## src/rtl/scara_inverse_kinematics_core_assert.svh

```systemverilog
// Assertion macros for the SCARA inverse kinematics core.
// Used by the top level; needs clk and rst_n in the including scope.
`ifndef SCARA_INVERSE_KINEMATICS_CORE_ASSERT_SVH
`define SCARA_INVERSE_KINEMATICS_CORE_ASSERT_SVH
`ifndef ASSERT_OFF
// same-cycle implication
`define SIK_ASSERT_IMPLY(lbl, ante, cons) \
    lbl: assert property (@(posedge clk) disable iff (!rst_n) (ante) |-> (cons)) \
        else $error("scara ik: same-cycle check failed");
// next-cycle implication
`define SIK_ASSERT_NEXT(lbl, ante, cons) \
    lbl: assert property (@(posedge clk) disable iff (!rst_n) (ante) |=> (cons)) \
        else $error("scara ik: next-cycle check failed");
`else
`define SIK_ASSERT_IMPLY(lbl, ante, cons)
`define SIK_ASSERT_NEXT(lbl, ante, cons)
`endif
`endif

```

## src/rtl/scara_ik_pkg.sv

```systemverilog
// Shared types and constants for the SCARA inverse kinematics core.
// No dependencies.
package scara_ik_pkg;

    // internal angle: 1/16384 degree
    localparam int ZW = 25;
    localparam logic signed [ZW-1:0] DEG180_INT = 25'sd2949120;

    localparam int ATAN_LEN = 24;
    localparam logic [19:0] ATAN_TAB [0:ATAN_LEN-1] = '{
        20'd737280, 20'd435242, 20'd229970, 20'd116736, 20'd58595, 20'd29326,
        20'd14667, 20'd7334, 20'd3667, 20'd1833, 20'd917, 20'd458,
        20'd229, 20'd115, 20'd57, 20'd29, 20'd14, 20'd7,
        20'd4, 20'd2, 20'd1, 20'd0, 20'd0, 20'd0
    };

    localparam int PRESCALE_SH = 16;
    localparam int CORDIC_GUARD = PRESCALE_SH + 3;

    // integer root: radicand below 2^58, first trial bit 2^56
    localparam int ISQ_STEPS = 29;
    localparam int SQW = 60;

    localparam int NUMW = 31;   // acos numerator
    localparam int DENW = 56;   // acos squared denominator

    localparam int IW = 28;     // angle sums, internal units
    localparam int OW = 21;     // rounded joint angles
    localparam int SLW = 17;    // slide value
    localparam int SCW = 22;    // score terms
    localparam int ROUND_SH = 8;
    localparam logic signed [IW-1:0] ROUND_BIAS = 28'sd128;
    localparam logic signed [OW-1:0] DEG180_OUT = 21'sd11520;
    localparam logic signed [OW-1:0] DEG360_OUT = 21'sd23040;

    // configuration register indexes
    localparam logic [2:0] REG_UPPER_LINK  = 3'd0;
    localparam logic [2:0] REG_LOWER_LINK  = 3'd1;
    localparam logic [2:0] REG_HEIGHT_OFS  = 3'd2;
    localparam logic [2:0] REG_J1_LIMIT    = 3'd3;
    localparam logic [2:0] REG_J2_LIMIT    = 3'd4;
    localparam logic [2:0] REG_SLIDE_LOW   = 3'd5;
    localparam logic [2:0] REG_SLIDE_HIGH  = 3'd6;
    localparam logic [2:0] REG_J4_LIMIT    = 3'd7;

    // per-pose data carried alongside the arithmetic
    typedef struct packed {
        logic signed [15:0] z;
        logic signed [15:0] phi;
        logic signed [14:0] cur_j1;
        logic signed [14:0] cur_j2;
        logic signed [13:0] cur_slide;
        logic signed [14:0] cur_j4;
    } side_t;

    typedef struct packed {
        logic in_range;
        logic r2_nz;
    } reach_flags_t;

    typedef struct packed {
        logic signed [OW-1:0]  j1;
        logic signed [OW-1:0]  j2;
        logic signed [SLW-1:0] slide;
        logic signed [OW-1:0]  j4;
    } sol_t;

endpackage

```

## src/rtl/scara_ik_cordic_cell.sv

```systemverilog
// One CORDIC vectoring step, registered.
// Depends on scara_ik_pkg (angle table).
module scara_ik_cordic_cell
    import scara_ik_pkg::*;
#(
    parameter int W    = 35,
    parameter int STEP = 0
)
(
    input  logic                 clk,
    input  logic                 en,
    input  logic signed [W-1:0]  x_in,
    input  logic signed [W-1:0]  y_in,
    input  logic signed [ZW-1:0] z_in,
    input  logic                 zero_in,
    output logic signed [W-1:0]  x_out,
    output logic signed [W-1:0]  y_out,
    output logic signed [ZW-1:0] z_out,
    output logic                 zero_out
);

    localparam logic signed [ZW-1:0] STEP_ANGLE = ZW'(ATAN_TAB[STEP]);

    logic signed [W-1:0]  xs, ys;
    logic signed [W-1:0]  x_next, y_next, x_reg, y_reg;
    logic signed [ZW-1:0] z_next, z_reg;
    logic                 zero_reg;

    always_comb
    begin
        xs = x_in >>> STEP;
        ys = y_in >>> STEP;
        if (y_in > 0)
        begin
            x_next = x_in + ys;
            y_next = y_in - xs;
            z_next = z_in + STEP_ANGLE;
        end
        else
        begin
            x_next = x_in - ys;
            y_next = y_in + xs;
            z_next = z_in - STEP_ANGLE;
        end
    end

    always_ff @(posedge clk)
    begin
        if (en)
        begin
            x_reg    <= x_next;
            y_reg    <= y_next;
            z_reg    <= z_next;
            zero_reg <= zero_in;
        end
    end

    assign x_out    = x_reg;
    assign y_out    = y_reg;
    assign z_out    = z_reg;
    assign zero_out = zero_reg;

endmodule

```

## src/rtl/scara_ik_atan2.sv

```systemverilog
// Pipelined atan2: quadrant fold and prescale, then a row of CORDIC cells.
// Depends on scara_ik_pkg and scara_ik_cordic_cell.
module scara_ik_atan2
    import scara_ik_pkg::*;
#(
    parameter int WIN   = 16,
    parameter int W     = 35,
    parameter int STEPS = 16
)
(
    input  logic                  clk,
    input  logic                  en,
    input  logic signed [WIN-1:0] y_in,
    input  logic signed [WIN-1:0] x_in,
    output logic signed [ZW-1:0]  angle
);

    logic signed [W-1:0]  xe, ye, x_next, y_next, x0_reg, y0_reg;
    logic signed [ZW-1:0] z_next, z0_reg;
    logic                 zero_next, zero0_reg;

    logic signed [W-1:0]  x_c [0:STEPS];
    logic signed [W-1:0]  y_c [0:STEPS];
    logic signed [ZW-1:0] z_c [0:STEPS];
    logic                 zero_c [0:STEPS];

    // fold the left half plane onto the right one
    always_comb
    begin
        xe     = W'(x_in);
        ye     = W'(y_in);
        z_next = '0;
        if (x_in < 0)
        begin
            z_next = (y_in >= 0) ? DEG180_INT : -DEG180_INT;
            xe     = -xe;
            ye     = -ye;
        end
        x_next    = xe <<< PRESCALE_SH;
        y_next    = ye <<< PRESCALE_SH;
        zero_next = (x_in == 0) && (y_in == 0);
    end

    always_ff @(posedge clk)
    begin
        if (en)
        begin
            x0_reg    <= x_next;
            y0_reg    <= y_next;
            z0_reg    <= z_next;
            zero0_reg <= zero_next;
        end
    end

    assign x_c[0]    = x0_reg;
    assign y_c[0]    = y0_reg;
    assign z_c[0]    = z0_reg;
    assign zero_c[0] = zero0_reg;

    for (genvar k = 0; k < STEPS; k++)
    begin : g_cell
        scara_ik_cordic_cell #(.W(W), .STEP(k)) u_cell (
            .clk      (clk),
            .en       (en),
            .x_in     (x_c[k]),
            .y_in     (y_c[k]),
            .z_in     (z_c[k]),
            .zero_in  (zero_c[k]),
            .x_out    (x_c[k+1]),
            .y_out    (y_c[k+1]),
            .z_out    (z_c[k+1]),
            .zero_out (zero_c[k+1])
        );
    end

    // atan2 of the origin is zero
    assign angle = zero_c[STEPS] ? '0 : z_c[STEPS];

endmodule

```

## config.mk

```make
export PLATFORM = sky130hd
export DESIGN_NAME = scara_ik_atan2
export DESIGN_NICKNAME = d
export VERILOG_FILES = /design/src/rtl/scara_inverse_kinematics_core_assert.svh /design/src/rtl/scara_ik_pkg.sv /design/src/rtl/scara_ik_cordic_cell.sv /design/src/rtl/scara_ik_atan2.sv
export SDC_FILE = /design/constraint.sdc
export NUM_CORES = 2
export LEC_CHECK = 0
export CORE_MARGIN = 2
export CORE_UTILIZATION = 55
export DETAILED_ROUTE_END_ITERATION = 8
export DONT_BUFFER_PORTS = 1
export GPL_TIMING_DRIVEN = 0
export HOLD_SLACK_MARGIN = 0.05
export PLACE_DENSITY_LB_ADDON = 0.12
export SYNTH_ARGS = -nofsm -noshare
export SYNTH_HDL_FRONTEND = slang
export SYNTH_SLANG_ARGS = --single-unit
```

## constraint.sdc

```tcl
create_clock -name clk -period 7.9 [get_ports clk]
set_input_delay 0.79 -clock clk [delete_from_list [all_inputs] [get_ports clk]]
set_output_delay 0.79 -clock clk [all_outputs]
set_load 0.005 [all_outputs]
```

==> summary.txt <==
status - complete, no violations
Post-Synth Adder-Cell Area - 14.8%
Die Ht - 445 um
Netlist Area Pre-Place - 107,000 sq um
placed insts - 13,600
utilization after layout - 60.0%
Port-buffer cells - 0
routability congestion estimate from global placement - 0.975
Final period util - 96.2%
DR iter-0 viols - 7,509
Slew Viols, Final - 0
Worst EP arrival - 8080 ps
Yosys reg bits - 1,287
type of origin of the critical path - flop
Final ANT Viol Nets - 0
number of CTS-inserted buffers - 152
reg2reg end - g_cell[11].u_cell.y_out[34]$_DFFE_PP_
final hold violation count - 0
crit-path cells - or4_1 > or3_1 > or3_1 > nor4_4 > nor4b_4 > nand4_2 > nor2b_1 > buf_2 > buf_2 > nand2_1 > o21ai_0 > fa_1 > a21o_1 > a21oi_1 > o21ai_0 > a21oi_2 > o2111ai_1 > nand2_1 > o21ai_0 > o211a_1 > o41ai_2 > mux2i_1 > o311ai_0
Worst path top cell family by delay - simple AND/OR/NAND/NOR gates
Remaining DRCs - 0
most frequent cells in the layout - edfxtp_1 (1,287), ha_1 (1,207), xnor2_1 (1,063)
core box area - 193,000 sq um
number of H-tree levels - 4
vias in the first global route - 81,700
min-delay src - x_in[7]
Final Skew - 35.3 ps
number of I/O pins - 59
Req. time, crit path - 8390 ps
Post-synth EDFFs - 1,287
Ys Warns - 0
Hold Path End - x0_reg[23]$_DFFE_PP_
CP Max Fanout - 14
Synth Area in Simple Gates - 14.5%
via-per-instance ratio - 6.19
reg-to-reg setup timing slack - 300 ps
Largest register FFs - 463
clk buf depth - 3
xor and xnor fraction of the mapped netlist area - 13.2%
drt first pass iters - 8
Worst Setup End Kind - flop
Synth Area per Inst - 9.65 sq um
Tmin final - 7600 ps
via count - 86,100
register area share after synthesis - 36.1%
Setup CP Type - reg2reg
largest net degree at the start of global routing - 265
gr ovfl total - 0
first-pass GRT wire length - 461,000 um
DR WL/cell - 21.3 um
Synth Area in Compound Gates - 18.9%
Filler cells - 16,500
main combinational cell family by area after synthesis - compound AO/OA/AOI/OAI gates
post-DP HPWL - 234,000 um
Netlist cell types - 100
ys flop type - edfxtp_1
clock latency on the worst-skew pair - 810 ps
CP max-delay cell - or4_1
CTS clk-pin slew, worst paths - 60 ps
number of clock sinks - 1,287
CTS tree - built
worst hold path type - in2reg
Post-Synthesis Cells - 11,100
Root Buffer - clkbuf_16
Peak Freq - 132 MHz
Worst-Margin Slew - 1500 ps
layout cells sized above 1 - 3.94%
antenna violations before repair - 8
most common cell after layout, fill and taps aside - edfxtp_1
max incr delay on CP - 600 ps
synthesis-to-finish area growth - 8.16%
Finished Layout Cells - 13,900
mux cell area share after synthesis - 0.310%
Hold Crit Depth - 1
WHS - 188 ps
asr flop ratio synth - 0%
worst path bufs/invs - 2
Starting Density - 55.5%
die area - 198,000 sq um
Slew HR - 0.180%
CP dominant cell by count - o21ai_0
FF-to-FF path depth - 23
Critical R2R Launch - g_cell[10].u_cell.y_out[21]$_DFFE_PP_
final setup vio count - 0
die width - 445 um
number of max-cap violations - 0
GRT Resource Usage Total - 29.2%
final WL - 296,000 um
num rows - 161
fin nets - 12,500
## how the worst max path moves through the flow
stage	from	to	slack (ps)	depth (start not counted)
floorplan	g_cell[7].u_cell.y_out[15]$_DFFE_PP_	g_cell[8].u_cell.z_out[24]$_DFFE_PP_	1610	20
global placement	g_cell[6].u_cell.y_out[11]$_DFFE_PP_	g_cell[7].u_cell.x_out[34]$_DFFE_PP_	-1220	24
detailed placement	g_cell[7].u_cell.y_out[15]$_DFFE_PP_	g_cell[8].u_cell.x_out[33]$_DFFE_PP_	-860	21
CTS	g_cell[7].u_cell.y_out[15]$_DFFE_PP_	g_cell[8].u_cell.x_out[33]$_DFFE_PP_	20	21
global route	g_cell[5].u_cell.y_out[6]$_DFFE_PP_	g_cell[6].u_cell.x_out[34]$_DFFE_PP_	-20	24
finish	g_cell[10].u_cell.y_out[21]$_DFFE_PP_	g_cell[11].u_cell.y_out[34]$_DFFE_PP_	300	23
## metal layers
| metal | share of wire, % | GRT usage, % | up-vias |
|---|---|---|---|
| li1 | - | - | 41800 |
| met1 | 45 | 41.1 | 41300 |
| met2 | 45 | 46.8 | 2608 |
| met3 | 6.7 | 4.37 | 418 |
| met4 | 2.8 | 8.19 | 2 |
| met5 | 0.0024 | 0 | - |
## cell usage after synthesis (67+ instances only)
library cell | n | area share (%)
edfxtp_1 | 1287 | 36
xor2_1 | 549 | 4.5
a21o_1 | 402 | 2.8
o41ai_1 | 99 | 0.81
o21a_1 | 149 | 1.0
a211oi_1 | 115 | 0.81
nand2_1 | 686 | 2.4
o21bai_1 | 134 | 0.94
or4_1 | 67 | 0.47
a31oi_1 | 103 | 0.60
o21ai_0 | 680 | 3.2
and3_1 | 108 | 0.63
ha_1 | 1207 | 14
xnor2_1 | 1063 | 8.7
and2_1 | 77 | 0.45
nor4_1 | 127 | 0.74
o31ai_1 | 150 | 1.1
inv_1 | 457 | 1.6
nand3_1 | 233 | 1.1
nand2b_1 | 167 | 0.98
clkbuf_1 | 120 | 0.42
or3_1 | 101 | 0.59
nor3_1 | 325 | 1.5
a21oi_1 | 903 | 4.2
nor2b_1 | 150 | 0.88
nor2_1 | 878 | 3.1
## per-stage QoR
step / area (sq um) / setup WS [ps] / TNS (ps)
2_1_floorplan: 107000 / 1610 / 0
3_3_place_gp: 110000 / -1220 / -28280
3_5_place_dp: 110000 / -863 / -11710
4_1_cts: 116000 / 16.3 / 0
5_1_grt: 116000 / -21.5 / -21.5
6_report: 116000 / 302 / 0
## area by class of cell
class / instances / area, sq um / area share (%)
diodes: 2 / 5.00 / 0.00432
plain buffers: 142 / 613 / 0.529
clock buffers: 171 / 3940 / 3.40
clock inverters: 98 / 1080 / 0.937
inverters: 465 / 1750 / 1.51
multi-input cells: 9197 / 66300 / 57.2
flip-flops and latches: 1287 / 38600 / 33.4
well taps: 2526 / 3160 / 2.73
repair buffers: 25 / 335 / 0.290
## cell families after synthesis
logic type	after synthesis
other	1
buffers and inverters	609
multiplexers	31
flip-flops	1287
adder cells (fa/ha/maj)	1244
AND/OR/NAND/NOR	3154
AO/OA/AOI/OAI	3153
XOR/XNOR	1613
## repair_timing
action | 4_1_cts | 5_1_grt
pin swaps | 1 | 5
buffers inserted | 2 | 9
setup endpoints to repair | 44 | 75
endpoints found under the hold margin | 31 | 0
resized for setup | 19 | 41
hold buffers | 5 | 0
Power is not shown: default switching activity piles up to over one toggle a cycle in this logic, so the estimate is an artifact.
